<file path="src/design/ridmtf_pkg.sv">
`timescale 1ns / 1ps
`default_nettype none

package ridmtf_pkg;

   // List geometry and counter limits
   localparam int ListDepth     = 5;
   localparam int IdWidth       = 32;
   localparam int CountWidth    = 10;
   localparam int CsrIndexWidth = 1;
   localparam int CsrDataWidth  = 2;

   localparam logic [CountWidth-1:0] CountMax     = CountWidth'(999);
   localparam logic [1:0]            CountingType = 2'd2;

   // Event kinds
   typedef enum logic [1:0] {
      KIND_WIN   = 2'd0,
      KIND_LOSS  = 2'd1,
      KIND_TRADE = 2'd2,
      KIND_UNDEF = 2'd3
   } kind_type;

   // Configuration register indexes
   localparam logic [CsrIndexWidth-1:0] CsrCardValid = 1'd0;
   localparam logic [CsrIndexWidth-1:0] CsrCardType  = 1'd1;

   typedef logic [IdWidth-1:0]    id_type;
   typedef logic [CountWidth-1:0] count_type;
   typedef id_type [ListDepth-1:0] list_type;

   typedef struct packed {
      logic [1:0]   kind;
      logic [IdWidth-1:0] partner_id;
   } req_type;

   typedef struct packed {
      logic      ignored;
      logic      id_was_new;
      count_type wins_total;
      count_type losses_total;
      count_type trades_total;
   } rsp_type;

   // Saturating increment of an event counter
   function automatic count_type sat_inc(input count_type value);
      count_type result;
      if (value >= CountMax) begin
         result = CountMax;
      end else begin
         result = value + count_type'(1);
      end
      return result;
   endfunction

endpackage

`default_nettype wire

</file>
<file path="src/design/recent_id_move_to_front_counter.sv">
`timescale 1ns / 1ps
`default_nettype none
// A request passes from the input register into the result register once that one is
// free or its result is taken, and waits in the input register while it is held; the list
// compare and shift sit between the two registers.
// Throughput: one event per cycle while results are taken, as the compare and shift per list is combinational.
// Reset (synchronous, active high): both lists and all counters clear to zero,
// card_valid and card_type clear, and both pipeline registers empty.

module recent_id_move_to_front_counter (
   input  wire                                         clock,
   input  wire                                         reset,
   input  wire                                         req_valid,
   output logic                                        req_ready,
   input  wire  ridmtf_pkg::req_type                   req,
   output logic                                        rsp_valid,
   input  wire                                         rsp_ready,
   output ridmtf_pkg::rsp_type                         rsp,
   input  wire                                         csr_we,
   input  wire  [ridmtf_pkg::CsrIndexWidth-1:0]        csr_index,
   input  wire  [ridmtf_pkg::CsrDataWidth-1:0]         csr_wdata
);

   logic                     card_valid_ff;
   logic [1:0]               card_type_ff;

   logic                     in_valid_ff;
   ridmtf_pkg::req_type      in_ff;

   logic                     out_valid_ff;
   ridmtf_pkg::rsp_type      out_ff;
   ridmtf_pkg::rsp_type      out_in;

   ridmtf_pkg::list_type     battle_ff, battle_in;
   ridmtf_pkg::list_type     trade_ff, trade_in;
   ridmtf_pkg::count_type    wins_ff, wins_in;
   ridmtf_pkg::count_type    losses_ff, losses_in;
   ridmtf_pkg::count_type    trades_ff, trades_in;

   logic                     advance;
   logic                     active;
   logic                     is_trade;
   logic                     miss;
   logic                     seen;
   ridmtf_pkg::list_type     sel_list;
   ridmtf_pkg::list_type     new_list;
   logic [ridmtf_pkg::ListDepth-1:0] hit;

   // Move the input register into the result register when that one frees up
   assign advance   = in_valid_ff && (!out_valid_ff || rsp_ready);
   assign req_ready = !in_valid_ff || advance;
   assign rsp_valid = out_valid_ff;
   assign rsp       = out_ff;

   assign active   = card_valid_ff && (in_ff.kind != ridmtf_pkg::KIND_UNDEF);
   assign is_trade = (in_ff.kind == ridmtf_pkg::KIND_TRADE);
   assign sel_list = is_trade ? trade_ff : battle_ff;

   // Compare all entries in parallel, then shift back everything ahead of the first hit
   always_comb begin
      for (int k = 0; k < ridmtf_pkg::ListDepth; k++) begin
         hit[k] = (sel_list[k] == in_ff.partner_id);
      end
      miss        = ~|hit;
      new_list[0] = in_ff.partner_id;
      seen        = hit[0];
      for (int k = 1; k < ridmtf_pkg::ListDepth; k++) begin
         new_list[k] = seen ? sel_list[k] : sel_list[k-1];
         seen        = seen | hit[k];
      end
   end

   // Next state of lists and counters
   always_comb begin
      battle_in = battle_ff;
      trade_in  = trade_ff;
      wins_in   = wins_ff;
      losses_in = losses_ff;
      trades_in = trades_ff;
      if (advance && active) begin
         if (is_trade) begin
            trade_in = new_list;
         end else begin
            battle_in = new_list;
         end
         if (miss && (card_type_ff == ridmtf_pkg::CountingType)) begin
            case (in_ff.kind)
               ridmtf_pkg::KIND_WIN:   wins_in   = ridmtf_pkg::sat_inc(wins_ff);
               ridmtf_pkg::KIND_LOSS:  losses_in = ridmtf_pkg::sat_inc(losses_ff);
               ridmtf_pkg::KIND_TRADE: trades_in = ridmtf_pkg::sat_inc(trades_ff);
               default: ;
            endcase
         end
      end
      out_in.ignored      = !active;
      out_in.id_was_new   = active && miss;
      out_in.wins_total   = wins_in;
      out_in.losses_total = losses_in;
      out_in.trades_total = trades_in;
   end

   // Configuration writes
   always_ff @(posedge clock) begin
      if (reset) begin
         card_valid_ff <= 1'b0;
         card_type_ff  <= 2'd0;
      end else if (csr_we) begin
         case (csr_index)
            ridmtf_pkg::CsrCardValid: card_valid_ff <= csr_wdata[0];
            ridmtf_pkg::CsrCardType:  card_type_ff  <= csr_wdata[1:0];
            default: ;
         endcase
      end
   end

   // Hold lists and counters
   always_ff @(posedge clock) begin
      if (reset) begin
         battle_ff <= '0;
         trade_ff  <= '0;
         wins_ff   <= '0;
         losses_ff <= '0;
         trades_ff <= '0;
      end else begin
         battle_ff <= battle_in;
         trade_ff  <= trade_in;
         wins_ff   <= wins_in;
         losses_ff <= losses_in;
         trades_ff <= trades_in;
      end
   end

   // Input register: capture on request transfer
   always_ff @(posedge clock) begin
      if (reset) begin
         in_valid_ff <= 1'b0;
      end else if (req_ready) begin
         in_valid_ff <= req_valid;
      end
   end

   always_ff @(posedge clock) begin
      if (req_valid && req_ready) begin
         in_ff <= req;
      end
   end

   // Result register: load on advance, drop after response transfer
   always_ff @(posedge clock) begin
      if (reset) begin
         out_valid_ff <= 1'b0;
      end else if (advance) begin
         out_valid_ff <= 1'b1;
      end else if (rsp_ready) begin
         out_valid_ff <= 1'b0;
      end
   end

   always_ff @(posedge clock) begin
      if (advance) begin
         out_ff <= out_in;
      end
   end

endmodule

`default_nettype wire

</file>
<file path="config.mk">
export PLATFORM = sky130hd
export DESIGN_NAME = recent_id_move_to_front_counter
export DESIGN_NICKNAME = d
export VERILOG_FILES = /design/src/design/ridmtf_pkg.sv /design/src/design/recent_id_move_to_front_counter.sv
export SDC_FILE = /design/constraint.sdc
export NUM_CORES = 1
export LEC_CHECK = 0
export BUFFER_PORTS_ARGS = -buffer_cell sky130_fd_sc_hd__buf_2
export CAP_MARGIN = 30
export CELL_PAD_IN_SITES_DETAIL_PLACEMENT = 1
export CELL_PAD_IN_SITES_GLOBAL_PLACEMENT = 1
export CORE_AREA = 2 2 262 264
export DETAILED_ROUTE_END_ITERATION = 10
export DIE_AREA = 0 0 264 266
export GPL_TIMING_DRIVEN = 0
export PLACE_DENSITY = 0.6
export SETUP_SLACK_MARGIN = 0.15
export SYNTH_ARGS = -nofsm -noshare
export SYNTH_HDL_FRONTEND = slang
export SYNTH_SLANG_ARGS = --single-unit
export TNS_END_PERCENT = 1
</file>
<file path="constraint.sdc">
create_clock -name clock -period 4.3 [get_ports clock]
set_clock_uncertainty 0.15 [all_clocks]
set_input_delay 0.86 -clock clock [delete_from_list [all_inputs] [get_ports clock]]
set_output_delay 0.86 -clock clock [all_outputs]
set_load 0.03 [all_outputs]
</file>
==> results <==
- The count of cells along the worst register-to-register path is 13.
- The HPWL after detailed placement is 69900 µm.
- In this run the deepest clock path goes through 3 buffers.
- The worst endpoint required time is about 4600 ps.
- Entering global routing, the biggest net connects 35 pins.
- The width of the die is 264 µm.
- TritonCTS built the clock tree.
- Setup total negative slack on the finished layout was measured at 0 ps.
- The number of pins with negative max-slew slack in the final report was 0.
- Synthesis handed over a netlist of roughly 2200 instances.
- The share of cells above drive strength 1 is between 10 and 15%.
- The synthesized cell area is around 0.020 mm².
- The number of antenna violations at the first check in global routing is 1.
- The final worst slack is between 20 and 25 ps.
- Setup repair after global routing could not meet its margin everywhere.
- Dividing the detail-routed wire length by the instance count gives around 28 µm.
- The port buffer count is between 70 and 80.
- During I/O placement, the number of pins put on the boundary was 76.
- The most common library cell in the layout ignoring fill and taps is sky130_fd_sc_hd__dfxtp_1.
- The flow ran to the end, and the final reports show no timing, DRC or antenna violations.
- The first global-routing pass estimated about 130000 µm of wire.
- The fmax is 234 MHz.
- The max-cap violation count is 0.
- The topmost layer with routed signal wires is met4.
- The total global routing track utilization is between 20% and 30%.
- The count of endpoints failing setup in the final report is 0.
- After synthesis the netlist holds a flip-flop and latch count of 421.
- For this run, the number of Yosys warnings is 0.
- The top cell types in the final layout, fill and taps aside, are 355 x sky130_fd_sc_hd__dfxtp_1, 296 x sky130_fd_sc_hd__nand2_1, 248 x sky130_fd_sc_hd__mux2i_1.
- In this run, post-CTS hold repair placed 0 buffers.
- For this design the ratio of total power to cell area is 380 mW/mm².
- The vias after detailed routing is around 18000.
- The worst hold-check path type is primary input to register.
- The actual transition at the worst max-transition pin is about 1100 ps.
- The initial utilization of the core area, before any placement, comes to slightly below 30%.
- In this run the standard cell core region covers around 0.068 mm².
- The register cell area after layout is 0.00909 mm².
- Along the worst hold path, the cell count comes to 1.
- The number of search-and-repair iterations in the first detailed-routing pass is 7.
- Averaged over all synthesized cells, the footprint is between 9 and 10 µm².
- The number of filler instances in the final layout is between 7000 and 8000.
- The die covers 0.0702 mm².
- The final critical delay including setup and external delays is 4280 ps.
- The clock latency reported for the late side of the worst-skew pair is between 600 and 700 ps.
- The die is roughly 270 µm tall.
- The peak supply drop is 266 µV.
- The number of rows created at floorplan is 96.
- The number of design-rule violations left by the first detailed-router iteration is ~1600.
- Routability-driven placement finished with a final weighted congestion of 0.979.
- Summed over all layers, the global routing overflow is 0.
- The met3 wire length is between 5000 and 6000 µm.
- The worst slew slack as a fraction of its limit is 28.6%.
- In this run the remaining antenna-violating nets after routing total 0.
- The final number of hold-violating endpoints came to 0.
- The total number of clock tree sinks is ~420.
- For this run, design rule violations remaining after detail routing come to 0.
- In this run the static leakage power is 0.00889 µW.
- Before CTS, the worst setup slack after placement is -895 ps.
- The maximum fanout along the worst path is 10.
- Of all flip-flops after synthesis, the portion carrying an async set or reset was 0%.
- The multi-input combinational cells in the finished layout cover a total of ~0.010 mm².
- Counting flops with a built-in enable in the synthesized netlist gives 66.
- The via count of the first global-routing pass is roughly 19000.
- The total number of H-tree levels is 2.
- The final wirelength is 91500 µm.
- The final core area utilization is 35.5%.
- The number of vias per cell after detailed routing is 5.53.
- The number of nets in the layout is about 2400.
- The tightest hold path in the finished design has a slack of between 200 and 300 ps.
- The post-route fraction of the period consumed by the critical path is between 90% and 100%.
- The number of nets in the synthesized netlist is between 2000 and 2500.
- In the final routing, the length of wire on met1 measures approximately 40000 µm.
- The worst setup path is of the register to register kind.
- STA classifies the critical path endpoint as a register.
- The met2 wire length is approximately 43000 µm.
- The startpoint type of the worst setup path is a register.
- For the worst setup path, the data arrival time is ~4600 ps.
- CTS placed an instance of sky130_fd_sc_hd__clkbuf_16 at the clock tree root.
- The flip-flop cell with the highest count after synthesis is sky130_fd_sc_hd__dfxtp_1.
- The total clock buffers created by CTS is 50.
- After clock tree synthesis, the clock-pin slew on the worst setup and hold paths is ~70 ps.
- The area added between synthesis and finish is 19.7%.
- The number of different library cells used by synthesis comes to 74.
- The part of the Yosys area used for sequential elements is a little under half.
[metal layers]
layer	GRT usage (%)	up-vias
met1	32.5	9192
met2	42.6	704
met4	11.8	0
li1	-	8055
met3	3.43	202
met5	0	-
[cell families (layout without fill, tap and decap cells)]
group / count (synthesis) / after routing / share of synthesized area [%]
DFF: 421 / 421 / 45.2
buffers and inverters: 245 / 435 / 5.41
and+or+nand+nor: 731 / 731 / 16.2
xor gates and xnor gates: 137 / 137 / 5.97
AOI/OAI and AO/OA: 412 / 412 / 14.2
adders and majority gates: 3 / 3 / 0.187
muxes: 259 / 259 / 12.9
other: 0 / 1 / 0
[cell type report]
class	count	share of cell area (%)
multi-input combinational	1542	43.0
sequential	421	37.8
clock inverter	23	0.915
buffer	160	3.86
inverter	85	1.39
timing repair buffer	97	2.45
clock buffer	70	6.02
antenna	1	0.0104
tap	882	4.59
[registers in the layout, summed over array words and instances, names as in the netlist, 2 cells and up]
register      cells
losses_ff        10
in_ff            34
card_type_ff      2
trade_ff        160
rsp              32
battle_ff       160
trades_ff        10
wins_ff          10
[worst max-delay path, stage by stage (launching register included)]
cell and delay, ps:
sky130_fd_sc_hd__edfxtp_1 310, sky130_fd_sc_hd__buf_2 410, sky130_fd_sc_hd__clkinvlp_4 480, sky130_fd_sc_hd__o22ai_1 290
sky130_fd_sc_hd__a2111oi_0 90, sky130_fd_sc_hd__o221ai_1 270, sky130_fd_sc_hd__a311o_1 230, sky130_fd_sc_hd__nor4_4 60
sky130_fd_sc_hd__buf_4 180, sky130_fd_sc_hd__buf_4 150, sky130_fd_sc_hd__nor4_2 610, sky130_fd_sc_hd__buf_2 480
sky130_fd_sc_hd__mux2i_1 260, sky130_fd_sc_hd__nor2_1 60
[power by group]
group          leakage [µW]  switching, µW  total, µW  internal (µW)
Sequential          0.00348           23.6       4060           4040
Combinational       0.00459            513        701            188
Clock              0.000821           1800       4380           2580
Total               0.00889           2340       9150           6810
[path summary, 6_finish.rpt]
| path | start | to | slack, ps |
|---|---|---|---|
| hold reg to reg | battle_ff[12] | battle_ff[12] | 310 |
| setup / recovery | in_ff[31] | battle_ff[121] | 20 |
| setup reg to reg | in_ff[31] | battle_ff[121] | 20 |
| hold / removal | req[24] | in_ff[24] | 270 |
[synth_stat cells (all sizes together) (4+ instances only)]
cell | count | area (µm²)
a21oi | 139 | 696
a22oi | 5 | 37.5
nor2 | 236 | 886
and3 | 8 | 50.1
a22o | 7 | 61.3
a221oi | 14 | 123
mux2i | 256 | 2560
o31ai | 4 | 30.0
dfxtp | 355 | 7110
a21o | 4 | 30.0
xor2 | 64 | 561
buf | 70 | 430
nand2 | 298 | 1120
or4 | 4 | 30.0
o21ai | 33 | 165
or2 | 7 | 43.8
o22ai | 23 | 144
o2111ai | 8 | 70.1
nand3 | 28 | 140
nand2b | 16 | 100
o211ai | 12 | 90.1
o221ai | 14 | 123
inv | 84 | 315
a311oi | 9 | 85.1
a222oi | 5 | 50.1
o211a | 4 | 40.0
and4 | 5 | 43.8
a211oi | 41 | 353
clkbuf | 90 | 338
nor3 | 39 | 195
a32o | 4 | 40.0
nor4 | 26 | 224
or3 | 4 | 25.0
o21a | 7 | 52.6
a31oi | 33 | 206
xnor2 | 73 | 639
nand4 | 17 | 106
a2111oi | 18 | 195
a2bb2oi | 5 | 43.8
o2bb2ai | 5 | 43.8
nor2b | 26 | 163
and2 | 13 | 81.3
edfxtp | 66 | 1980
[through the flow]
stage               power (µW)  instances  cell area, µm²
floorplan                 4490       2208           20100
global placement          4790       3164           21600
detailed placement        4800       3168           21700
CTS                       9200       3274           23900
global route              9380       3280           24100
finish                    9150       3281           24100
[repair_timing]
| action | CTS | global route |
|---|---|---|
| setup buffers | 13 | 5 |
| pin swaps | 14 | 7 |
| endpoints found under the setup margin | 321 | 300 |
| resized for setup | 119 | 32 |
(Power assumes the default switching activity.)
